File: src/sv/mtfp_pkg.sv
// Shared types and constants for the tape file parser.
`timescale 1ns / 1ps

package mtfp_pkg;

  // Depth of the event and result queues (power of two).
  localparam int QUEUE_DEPTH = 2;
  localparam int QUEUE_PTR_W = $clog2(QUEUE_DEPTH);
  localparam int QUEUE_CNT_W = $clog2(QUEUE_DEPTH + 1);

  localparam int NAME_LEN = 6;

  localparam logic [7:0] TYPE_BYTE_BINARY = 8'hd0;
  localparam logic [7:0] TYPE_BYTE_BASIC  = 8'hd3;
  localparam logic [7:0] TYPE_BYTE_ASCII  = 8'hea;
  localparam logic [7:0] NAME_ERR_BYTE    = 8'hff;

  localparam logic [15:0] BASIC_BASE_RESET  = 16'h8001;
  localparam logic [8:0]  SEGMENT_LEN_RESET = 9'd256;
  localparam logic [7:0]  EOF_CHAR_RESET    = 8'h1a;

  localparam int CFG_IDX_W  = 2;
  localparam int CFG_DATA_W = 16;
  localparam logic [CFG_IDX_W-1:0] REG_BASIC_BASE  = 2'd0;
  localparam logic [CFG_IDX_W-1:0] REG_SEGMENT_LEN = 2'd1;
  localparam logic [CFG_IDX_W-1:0] REG_EOF_CHAR    = 2'd2;

  typedef enum logic [1:0] {
    EV_BYTE     = 2'd0,
    EV_ERROR    = 2'd1,
    EV_HEADER   = 2'd2,
    EV_NOHEADER = 2'd3
  } event_t;

  typedef enum logic [2:0] {
    K_NAME     = 3'd0,
    K_DATA     = 3'd1,
    K_DATA_END = 3'd2,
    K_COMPLETE = 3'd3,
    K_ABANDON  = 3'd4
  } kind_t;

  typedef enum logic [1:0] {
    FT_BINARY = 2'd0,
    FT_BASIC  = 2'd1,
    FT_ASCII  = 2'd2
  } file_type_t;

  typedef enum logic [3:0] {
    PH_AWAIT      = 4'd0,
    PH_TYPE       = 4'd1,
    PH_NAME       = 4'd2,
    PH_ASCII_SEEK = 4'd3,
    PH_ASCII_SEG  = 4'd4,
    PH_BODY_SEEK  = 4'd5,
    PH_BIN_ADDR   = 4'd6,
    PH_BIN_DATA   = 4'd7,
    PH_BAS_LINK   = 4'd8,
    PH_BAS_LINE   = 4'd9
  } phase_t;

  typedef struct packed {
    event_t     ev;
    logic [7:0] data;
  } tape_event_t;

  typedef struct packed {
    kind_t       kind;
    logic [7:0]  value;
    file_type_t  file_type;
    logic [15:0] start_address;
    logic [15:0] exec_address;
  } result_t;

  typedef struct packed {
    logic [15:0] basic_base;
    logic [8:0]  segment_len;
    logic [7:0]  eof_char;
  } cfg_t;

endpackage

File: src/sv/msx_tape_file_parser.sv
// Top level of the tape file parser: config registers, front end, parser, result queue.
//
// Input channel: drive op and byte_value with push high; the event transfers
// at a clock edge where push is high and full is low. Events are queued in a
// two-entry front queue and classified there.
// Result channel: while empty is low the oldest result sits on kind, value,
// file_type, start_address and exec_address; it transfers at an edge where
// pop is high. Events that produce no result simply vanish.
// An event passes the registered front queue, the combinational parser and
// the registered result queue before its result is on the result ports.
// Throughput: one event per cycle while the result queue has room, set by the
// parser state machine that retires one queued event each clock it is not stalled.
// The parser stalls only while the two-entry result queue is full; the front
// queue then fills and raises full, so a stalled consumer pushes back without
// loss. Configuration: cfg_wr_en with cfg_index and cfg_data writes a
// register; indexes beyond the last register are ignored.
// Reset (rst, synchronous): clears both queues, returns the parser to waiting
// for a type header and loads the register defaults.
`timescale 1ns / 1ps

module msx_tape_file_parser #(
  parameter int TYPE_REPEAT = 10
) (
  input  logic                               clk,
  input  logic                               rst,
  input  logic                               push,
  output logic                               full,
  input  logic [1:0]                         op,
  input  logic [7:0]                         byte_value,
  output logic                               empty,
  input  logic                               pop,
  output logic [2:0]                         kind,
  output logic [7:0]                         value,
  output logic [1:0]                         file_type,
  output logic [15:0]                        start_address,
  output logic [15:0]                        exec_address,
  input  logic                               cfg_wr_en,
  input  logic [mtfp_pkg::CFG_IDX_W-1:0]     cfg_index,
  input  logic [mtfp_pkg::CFG_DATA_W-1:0]    cfg_data
);
  import mtfp_pkg::*;

  cfg_t        cfg;
  logic        ev_valid;
  tape_event_t ev;
  logic        ev_take;
  logic        res_full;
  logic        res_push;
  result_t     res_in;
  result_t     res_out;

  always_ff @(posedge clk) begin
    if (rst) begin
      cfg.basic_base  <= BASIC_BASE_RESET;
      cfg.segment_len <= SEGMENT_LEN_RESET;
      cfg.eof_char    <= EOF_CHAR_RESET;
    end else if (cfg_wr_en) begin
      case (cfg_index)
        REG_BASIC_BASE:  cfg.basic_base  <= cfg_data;
        REG_SEGMENT_LEN: cfg.segment_len <= cfg_data[8:0];
        REG_EOF_CHAR:    cfg.eof_char    <= cfg_data[7:0];
        default:         cfg             <= cfg;
      endcase
    end
  end

  mtfp_front u_front (
    .clk        (clk),
    .rst        (rst),
    .push       (push),
    .full       (full),
    .op         (op),
    .byte_value (byte_value),
    .ev_valid   (ev_valid),
    .ev         (ev),
    .ev_take    (ev_take)
  );

  mtfp_back #(
    .TYPE_REPEAT (TYPE_REPEAT)
  ) u_back (
    .clk      (clk),
    .rst      (rst),
    .cfg      (cfg),
    .ev_valid (ev_valid),
    .ev       (ev),
    .ev_take  (ev_take),
    .res_full (res_full),
    .res_push (res_push),
    .res      (res_in)
  );

  mtfp_out u_out (
    .clk      (clk),
    .rst      (rst),
    .res_push (res_push),
    .res_in   (res_in),
    .res_full (res_full),
    .empty    (empty),
    .pop      (pop),
    .res_out  (res_out)
  );

  assign kind          = res_out.kind;
  assign value         = res_out.value;
  assign file_type     = res_out.file_type;
  assign start_address = res_out.start_address;
  assign exec_address  = res_out.exec_address;

endmodule

File: src/sv/mtfp_front.sv
// Front end: classifies tape events and queues them for the parser.
`timescale 1ns / 1ps

module mtfp_front (
  input  logic                 clk,
  input  logic                 rst,
  input  logic                 push,
  output logic                 full,
  input  logic [1:0]           op,
  input  logic [7:0]           byte_value,
  output logic                 ev_valid,
  output mtfp_pkg::tape_event_t ev,
  input  logic                 ev_take
);
  import mtfp_pkg::*;

  tape_event_t            slots [QUEUE_DEPTH];
  logic [QUEUE_PTR_W-1:0] wr_ptr;
  logic [QUEUE_PTR_W-1:0] rd_ptr;
  logic [QUEUE_CNT_W-1:0] count;
  tape_event_t            in_ev;
  logic                   wr;
  logic                   rd;

  always_comb begin
    in_ev.data = byte_value;
    in_ev.ev   = event_t'(op);
  end

  assign full     = (count == QUEUE_CNT_W'(QUEUE_DEPTH));
  assign ev_valid = (count != '0);
  assign ev       = slots[rd_ptr];
  assign wr       = push && !full;
  assign rd       = ev_take && ev_valid;

  always_ff @(posedge clk) begin
    if (wr) begin
      slots[wr_ptr] <= in_ev;
    end
  end

  always_ff @(posedge clk) begin
    if (rst) begin
      wr_ptr <= '0;
      rd_ptr <= '0;
      count  <= '0;
    end else begin
      if (wr) wr_ptr <= wr_ptr + 1'b1;
      if (rd) rd_ptr <= rd_ptr + 1'b1;
      case ({wr, rd})
        2'b10:   count <= count + 1'b1;
        2'b01:   count <= count - 1'b1;
        default: count <= count;
      endcase
    end
  end

endmodule

File: src/sv/mtfp_back.sv
// Back end: file format state machine, one queued event per cycle while the result queue has room.
`timescale 1ns / 1ps

module mtfp_back #(
  parameter int TYPE_REPEAT = 10
) (
  input  logic                  clk,
  input  logic                  rst,
  input  mtfp_pkg::cfg_t        cfg,
  input  logic                  ev_valid,
  input  mtfp_pkg::tape_event_t ev,
  output logic                  ev_take,
  input  logic                  res_full,
  output logic                  res_push,
  output mtfp_pkg::result_t     res
);
  import mtfp_pkg::*;

  phase_t      phase, phase_next;
  logic [8:0]  byte_count, byte_count_next;
  logic [7:0]  first_type_byte, first_type_byte_next;
  logic        all_same, all_same_next;
  file_type_t  current_type, current_type_next;
  logic [15:0] remaining_length, remaining_length_next;
  logic [15:0] line_address, line_address_next;
  logic [7:0]  link_low, link_low_next;
  logic [15:0] start_reg, start_reg_next;
  logic [15:0] end_reg, end_reg_next;
  logic [15:0] entry_reg, entry_reg_next;
  logic        eof_seen, eof_seen_next;

  logic        go;
  logic        res_valid;
  kind_t       res_kind;
  logic [7:0]  res_value;
  logic        do_abandon;
  logic [8:0]  bc_inc;
  logic [15:0] link_word;
  logic [16:0] line_plus2;
  logic [15:0] line_gap;
  logic        is_err;
  logic [7:0]  b;

  assign go         = ev_valid && !res_full;
  assign ev_take    = go;
  assign res_push   = go && res_valid;
  assign bc_inc     = byte_count + 9'd1;
  assign b          = ev.data;
  assign is_err     = (ev.ev == EV_ERROR);
  assign link_word  = {b, link_low};
  assign line_plus2 = {1'b0, line_address} + 17'd2;
  assign line_gap   = link_word - line_address - 16'd2;

  always_comb begin
    phase_next            = phase;
    byte_count_next       = byte_count;
    first_type_byte_next  = first_type_byte;
    all_same_next         = all_same;
    current_type_next     = current_type;
    remaining_length_next = remaining_length;
    line_address_next     = line_address;
    link_low_next         = link_low;
    start_reg_next        = start_reg;
    end_reg_next          = end_reg;
    entry_reg_next        = entry_reg;
    eof_seen_next         = eof_seen;
    res_valid             = 1'b0;
    res_kind              = K_DATA;
    res_value             = '0;
    do_abandon            = 1'b0;

    case (ev.ev)
      EV_NOHEADER: begin
        if (phase == PH_TYPE) begin
          phase_next = PH_AWAIT;
        end else if (phase != PH_AWAIT) begin
          do_abandon = 1'b1;
          phase_next = PH_AWAIT;
        end
      end

      EV_HEADER: begin
        case (phase)
          PH_AWAIT, PH_TYPE: begin
            phase_next           = PH_TYPE;
            byte_count_next      = '0;
            all_same_next        = 1'b1;
            first_type_byte_next = '0;
          end
          PH_ASCII_SEEK: begin
            phase_next      = PH_ASCII_SEG;
            byte_count_next = '0;
            eof_seen_next   = 1'b0;
          end
          PH_BODY_SEEK: begin
            byte_count_next = '0;
            if (current_type == FT_BINARY) begin
              phase_next = PH_BIN_ADDR;
            end else if (cfg.basic_base == '0) begin
              do_abandon = 1'b1;
              phase_next = PH_AWAIT;
            end else begin
              line_address_next = cfg.basic_base;
              phase_next        = PH_BAS_LINK;
            end
          end
          default: begin
            // drop the open file and start a fresh type header
            do_abandon           = 1'b1;
            phase_next           = PH_TYPE;
            byte_count_next      = '0;
            all_same_next        = 1'b1;
            first_type_byte_next = '0;
          end
        endcase
      end

      default: begin
        case (phase)
          PH_TYPE: begin
            if (is_err) begin
              phase_next = PH_AWAIT;
            end else begin
              if (byte_count == '0) begin
                first_type_byte_next = b;
              end else if (b != first_type_byte) begin
                all_same_next = 1'b0;
              end
              byte_count_next = bc_inc;
              if (bc_inc >= 9'(TYPE_REPEAT)) begin
                phase_next = PH_AWAIT;
                if (all_same_next && (first_type_byte_next == TYPE_BYTE_BINARY ||
                    first_type_byte_next == TYPE_BYTE_BASIC ||
                    first_type_byte_next == TYPE_BYTE_ASCII)) begin
                  case (first_type_byte_next)
                    TYPE_BYTE_BINARY: current_type_next = FT_BINARY;
                    TYPE_BYTE_BASIC:  current_type_next = FT_BASIC;
                    default:          current_type_next = FT_ASCII;
                  endcase
                  start_reg_next  = '0;
                  end_reg_next    = '0;
                  entry_reg_next  = '0;
                  byte_count_next = '0;
                  phase_next      = PH_NAME;
                end
              end
            end
          end

          PH_NAME: begin
            byte_count_next = bc_inc;
            if (bc_inc >= 9'(NAME_LEN)) begin
              phase_next = (current_type == FT_ASCII) ? PH_ASCII_SEEK : PH_BODY_SEEK;
            end
            res_valid = 1'b1;
            res_kind  = K_NAME;
            res_value = is_err ? NAME_ERR_BYTE : b;
          end

          PH_ASCII_SEG: begin
            if (is_err) begin
              do_abandon = 1'b1;
              phase_next = PH_AWAIT;
            end else begin
              if (b == cfg.eof_char) eof_seen_next = 1'b1;
              byte_count_next = bc_inc;
              res_valid       = 1'b1;
              res_kind        = K_DATA;
              res_value       = b;
              if (bc_inc == cfg.segment_len) begin
                if (eof_seen_next) begin
                  phase_next = PH_AWAIT;
                  res_kind   = K_DATA_END;
                end else begin
                  phase_next = PH_ASCII_SEEK;
                end
              end
            end
          end

          PH_BIN_ADDR: begin
            if (is_err) begin
              do_abandon = 1'b1;
              phase_next = PH_AWAIT;
            end else begin
              case (byte_count)
                9'd0:    start_reg_next = {8'h00, b};
                9'd1:    start_reg_next = {b, start_reg[7:0]};
                9'd2:    end_reg_next   = {8'h00, b};
                9'd3:    end_reg_next   = {b, end_reg[7:0]};
                9'd4:    entry_reg_next = {8'h00, b};
                default: entry_reg_next = {b, entry_reg[7:0]};
              endcase
              byte_count_next = bc_inc;
              if (bc_inc >= 9'(NAME_LEN)) begin
                remaining_length_next = end_reg_next - start_reg_next;
                if (end_reg_next < start_reg_next) begin
                  phase_next = PH_AWAIT;
                  res_valid  = 1'b1;
                  res_kind   = K_ABANDON;
                end else if (end_reg_next == start_reg_next) begin
                  phase_next = PH_AWAIT;
                  res_valid  = 1'b1;
                  res_kind   = K_COMPLETE;
                end else begin
                  phase_next = PH_BIN_DATA;
                end
              end
            end
          end

          PH_BIN_DATA: begin
            // read errors are counted but produce no data byte
            remaining_length_next = remaining_length - 16'd1;
            if (remaining_length_next == '0) begin
              phase_next = PH_AWAIT;
              res_valid  = 1'b1;
              res_kind   = is_err ? K_COMPLETE : K_DATA_END;
              res_value  = is_err ? 8'h00 : b;
            end else if (!is_err) begin
              res_valid = 1'b1;
              res_kind  = K_DATA;
              res_value = b;
            end
          end

          PH_BAS_LINK: begin
            if (is_err) begin
              do_abandon = 1'b1;
              phase_next = PH_AWAIT;
            end else if (byte_count == '0) begin
              link_low_next   = b;
              byte_count_next = 9'd1;
              res_valid       = 1'b1;
              res_kind        = K_DATA;
              res_value       = b;
            end else if (link_word == '0) begin
              phase_next = PH_AWAIT;
              res_valid  = 1'b1;
              res_kind   = K_DATA_END;
              res_value  = b;
            end else if ({1'b0, link_word} < line_plus2) begin
              do_abandon = 1'b1;
              phase_next = PH_AWAIT;
            end else begin
              remaining_length_next = line_gap;
              line_address_next     = link_word;
              byte_count_next       = '0;
              phase_next            = (line_gap != '0) ? PH_BAS_LINE : PH_BAS_LINK;
              res_valid             = 1'b1;
              res_kind              = K_DATA;
              res_value             = b;
            end
          end

          PH_BAS_LINE: begin
            if (is_err) begin
              do_abandon = 1'b1;
              phase_next = PH_AWAIT;
            end else begin
              remaining_length_next = remaining_length - 16'd1;
              if (remaining_length_next == '0) begin
                byte_count_next = '0;
                phase_next      = PH_BAS_LINK;
              end
              res_valid = 1'b1;
              res_kind  = K_DATA;
              res_value = b;
            end
          end

          default: begin
            // no block open: drop the byte
          end
        endcase
      end
    endcase

    if (do_abandon) begin
      if (phase == PH_BIN_ADDR) begin
        start_reg_next = '0;
        end_reg_next   = '0;
        entry_reg_next = '0;
      end
      res_valid = 1'b1;
      res_kind  = K_ABANDON;
      res_value = '0;
    end

    res.kind          = res_kind;
    res.value         = res_value;
    res.file_type     = current_type_next;
    res.start_address = start_reg_next;
    res.exec_address  = entry_reg_next;
  end

  always_ff @(posedge clk) begin
    if (rst) begin
      phase            <= PH_AWAIT;
      byte_count       <= '0;
      first_type_byte  <= '0;
      all_same         <= 1'b1;
      current_type     <= FT_BINARY;
      remaining_length <= '0;
      line_address     <= '0;
      link_low         <= '0;
      start_reg        <= '0;
      end_reg          <= '0;
      entry_reg        <= '0;
      eof_seen         <= 1'b0;
    end else if (go) begin
      phase            <= phase_next;
      byte_count       <= byte_count_next;
      first_type_byte  <= first_type_byte_next;
      all_same         <= all_same_next;
      current_type     <= current_type_next;
      remaining_length <= remaining_length_next;
      line_address     <= line_address_next;
      link_low         <= link_low_next;
      start_reg        <= start_reg_next;
      end_reg          <= end_reg_next;
      entry_reg        <= entry_reg_next;
      eof_seen         <= eof_seen_next;
    end
  end

`ifndef SYNTHESIS
  a_push_needs_room: assert property (@(posedge clk) disable iff (rst)
    res_push |-> (ev_valid && !res_full))
    else $error("result transfer without a taken event or with a full queue");

  a_name_count: assert property (@(posedge clk) disable iff (rst)
    (phase == PH_NAME) |-> (byte_count < 9'(NAME_LEN)))
    else $error("name byte count out of range");

  a_type_count: assert property (@(posedge clk) disable iff (rst)
    (phase == PH_TYPE) |-> (byte_count < 9'(TYPE_REPEAT)))
    else $error("type byte count out of range");

  a_bin_data_left: assert property (@(posedge clk) disable iff (rst)
    (phase == PH_BIN_DATA || phase == PH_BAS_LINE) |-> (remaining_length != '0))
    else $error("data phase with nothing left to read");

  a_hold_when_stalled: assert property (@(posedge clk) disable iff (rst)
    (!go) |=> $stable(phase))
    else $error("parser state moved without taking an event");
`endif

endmodule

File: src/sv/mtfp_out.sv
// Result queue between the parser and the consumer.
`timescale 1ns / 1ps

module mtfp_out (
  input  logic              clk,
  input  logic              rst,
  input  logic              res_push,
  input  mtfp_pkg::result_t res_in,
  output logic              res_full,
  output logic              empty,
  input  logic              pop,
  output mtfp_pkg::result_t res_out
);
  import mtfp_pkg::*;

  result_t                slots [QUEUE_DEPTH];
  logic [QUEUE_PTR_W-1:0] wr_ptr;
  logic [QUEUE_PTR_W-1:0] rd_ptr;
  logic [QUEUE_CNT_W-1:0] count;
  logic                   wr;
  logic                   rd;

  assign res_full = (count == QUEUE_CNT_W'(QUEUE_DEPTH));
  assign empty    = (count == '0);
  assign res_out  = slots[rd_ptr];
  assign wr       = res_push && !res_full;
  assign rd       = pop && !empty;

  always_ff @(posedge clk) begin
    if (wr) begin
      slots[wr_ptr] <= res_in;
    end
  end

  always_ff @(posedge clk) begin
    if (rst) begin
      wr_ptr <= '0;
      rd_ptr <= '0;
      count  <= '0;
    end else begin
      if (wr) wr_ptr <= wr_ptr + 1'b1;
      if (rd) rd_ptr <= rd_ptr + 1'b1;
      case ({wr, rd})
        2'b10:   count <= count + 1'b1;
        2'b01:   count <= count - 1'b1;
        default: count <= count;
      endcase
    end
  end

endmodule
File: config.mk
export PLATFORM = sky130hd
export DESIGN_NAME = msx_tape_file_parser
export DESIGN_NICKNAME = d
export VERILOG_FILES = /design/src/sv/mtfp_pkg.sv /design/src/sv/msx_tape_file_parser.sv /design/src/sv/mtfp_front.sv /design/src/sv/mtfp_back.sv /design/src/sv/mtfp_out.sv
export SDC_FILE = /design/constraint.sdc
export NUM_CORES = 1
export LEC_CHECK = 0
export BUFFER_PORTS_ARGS = -buffer_cell sky130_fd_sc_hd__buf_2
export CORE_AREA = 3 3 163 165
export DETAILED_ROUTE_END_ITERATION = 8
export DIE_AREA = 0 0 166 168
export GPL_ROUTABILITY_DRIVEN = 0
export PLACE_DENSITY = 0.8
export SLEW_MARGIN = 0
export SYNTH_ARGS = -nofsm -noshare
export SYNTH_HDL_FRONTEND = slang
export SYNTH_SLANG_ARGS = --single-unit
File: constraint.sdc
create_clock -name clk -period 7.97 [get_ports clk]
set_input_delay 0.3985 -clock clk [delete_from_list [all_inputs] [get_ports clk]]
set_output_delay 0.3985 -clock clk [all_outputs]
set_load 0.01 [all_outputs]
==> results.ini <==
[global_routing]
overflow = 0
grt.total_usage = 0.2962
grt_pass1_vias = 12960
grt_max_degree = 82
grt_pass1_wl_um = 68460
antenna_found_initial = 0

[sta]
worst_pin_slew_ns = 1.024
tns_ns = 0
finalHoldViolCount = 0
fmax_mhz = 164.8
drv_slew = 0
timing.hold.ws_ns = 0.03154
rsz0062_at_grt = false
setup_violations = 0
min_period_ns = 6.069
fin_crit_sh = 0.7615
relSlewSlack = 0.2979
skew_ns = 0.009982

[clock_tree]
holdBufCountCts = 0
clk_pin_slew_ns = 0.06
cts_setup_buffers = 0
cts_buffers = 28
clock-root-buffer = clkbuf_16
h-tree-depth = 1
insertion_delay_ns = 0.55
cts_num_sinks = 266
cts_resized = 0
cts_tree = built
clock_path_buffers = 3

[final_layout]
reg_top3 = u_out.slots: 90 flops, cfg: 33 flops, u_front.slots: 20 flops
final_core_util = 0.6884
largest_register_ffs = 90
drive_above_1_share = 0.1349
top_register = u_out.slots
antenna_cells = 0
syn_to_final_growth_pct = 10.66
regArea_um2 = 6427
fillers = 1941
fin_nets = 1861
multiInputGateArea_um2 = 8606

[die]
ios = 80
die_h_um = 168
core_area_um2 = 25180
start_util = 0.6221
die_w_um = 166
dieArea_um2 = 27890
num_rows = 58

[job]
drv_cap = 0

[pwr]
combPwrFrac = 0.333
ir_drop_mv = 0.2056
power_density_nw_per_um2 = 265.2
leakage_nw = 6.498
clkPwrFrac = 0.314
power_switching_mw = 1.618
p_sw_frac = 0.3518
pwr-share-seq = 0.353
intPower_mw = 2.980

[setup_path]
crit_chain = mux2i_1 -> inv_1 -> nand3_1 -> nand2_1 -> ha_1 -> a21o_1 -> a21o_1 -> a21oi_1 -> o2111ai_1 -> o21a_1 -> a211o_1 -> a31oi_1 -> o21ai_1 -> nor2_4 -> buf_4
slowest_stage = dfxtp_1
cpPeakStageDelay_ns = 0.96
crit_fanout = 28
worstPathArrival_ns = 6.28
cp_common_cell = a21o_1
end_kind = register
startpoint_type = register
crit_required_ns = 8.18
crit_type = reg -> reg

[yosys]
yosysSeqAreaShare = 0.4102
synth-main-ff-cell = dfxtp_1
synth_edf_count = 110
synth_cell_types = 83
netlist.area_leader.share = 0.2109
syn_avg_cell_area_um2 = 9.102
syn_area_um2 = 15670
synthArstFlopShare = 0
yosys.area.top_type = edfxtp_1
netlist_instances = 1721
ys_ff_latch = 266
ys_top_cells_by_area = edfxtp_1 (21%), dfxtp_1 (20%), ha_1 (5.5%)
synth_nets = 1825
yosysWarningCount = 0

[route]
postRouteAntennaNets = 0
via_per_inst = 6.547
drtIter0Drc = 1456
vias = 13810
drc = 0
totalWireLength_um = 43090
wl_per_cell_um = 20.43
drt_first_pass_iters = 6

[min_path]
min_from = byte_value[6]
hp-class = in -> reg

[placed_design]
numPortBuffers = 79
hpwl_um = 30180

[status]
outcome = finished, final reports clean

-- logic make-up after synthesis --
kind of cell / count (synthesis) / synth area share
AND/OR/NAND/NOR: 582 / 0.1777
AO/OA/AOI/OAI: 461 / 0.2054
flip-flops: 266 / 0.4102
buffers and inverters: 170 / 0.04249
multiplexers: 88 / 0.06014
XOR/XNOR: 83 / 0.04641
adder cells (fa/ha/maj): 71 / 0.05767
-- power by group through the flow --
stage	logic (mW)	registers (mW)	clock network [mW]
2_1_floorplan	1.04	1.61	0
3_3_place_gp	1.46	1.64	0
3_5_place_dp	1.48	1.65	0
4_1_cts	1.49	1.62	1.45
5_1_grt	1.64	1.63	1.51
6_report	1.53	1.62	1.44
-- synth_stat cells (10+ instances only) --
cell / instances
inv_1: 67
a211oi_1: 36
a21oi_1: 102
nand2_1: 149
buf_2: 17
xor2_1: 30
a311oi_1: 11
or2_2: 10
nor3b_1: 10
o211ai_1: 11
and3_1: 18
ha_1: 69
dfxtp_1: 156
a22oi_1: 25
nor2_1: 193
xnor2_1: 53
mux2i_1: 39
nand4_1: 13
a21o_1: 19
nor4_1: 23
o21ai_0: 70
a22o_1: 34
or3_1: 13
nand3_1: 55
a211o_1: 10
nor3_1: 36
a31oi_1: 26
nand2b_1: 13
o2bb2ai_1: 22
edfxtp_1: 110
clkbuf_1: 76
mux2_2: 49
-- placed cells by master, fill, tap and decap left out, drive strengths merged, types with 18 or more instances in the layout --
cell	instances
o2bb2ai	22
edfxtp	110
clkbuf	36
ha	69
a31oi	28
a211oi	36
nor2	193
o21ai	73
xnor2	53
nand3	55
mux2i	39
nand2	149
mux2	49
a21oi	104
and3	18
nor3	38
inv	70
dfxtp	156
xor2	30
a22o	34
a22oi	25
a21o	19
buf	106
nor4	26
-- per-layer routing --
metal	vias to the layer above	global-route usage	part of all wire
met5	-	0	0
met4	0	0.1403	0.055
met3	171	0.04954	0.093
met2	721	0.4660	0.44
met1	6451	0.4026	0.41
li1	6465	-	-
-- final cells by class --
cell class / count / share of cell area
multi-input cells: 1285 / 0.4964
flip-flops and latches: 266 / 0.3708
clock buffers: 36 / 0.04460
repair buffers: 106 / 0.03464
well taps: 330 / 0.02382
inverters: 70 / 0.01516
clock inverters: 16 / 0.01458
-- path summary, 6_finish.rpt --
check | to | slack (ns) | cells past startpoint
worst max-delay path | u_out.slots[0][36] | 1.90 | 15
worst max register to register | u_out.slots[0][36] | 1.90 | 15
worst min-delay path | u_front.slots[1][6] | 0.03 | 1
worst min register to register | u_back.entry_reg[14] | 0.47 | 1
-- metrics by stage --
step	cell area [um^2]	power (mW)	cells	setup slack, ns
finish	17340	4.598	2109	1.901
CTS	17340	4.566	2109	2.027
global placement	16310	3.097	2057	2.256
detailed placement	16310	3.129	2057	2.053
global route	17340	4.784	2109	1.498
floorplan	15670	2.653	1721	1.548
-- worst max-delay path: cells and delay by family, from the launching register on --
kind / cells / cell delay, ns
buffers and inverters: 2 / 0.86
DFF: 1 / 0.96
AOI/OAI and AO/OA: 8 / 1.77
muxes: 1 / 0.93
adders and majority gates: 1 / 0.30
and+or+nand+nor: 3 / 0.88
(Power assumes the default switching activity.)
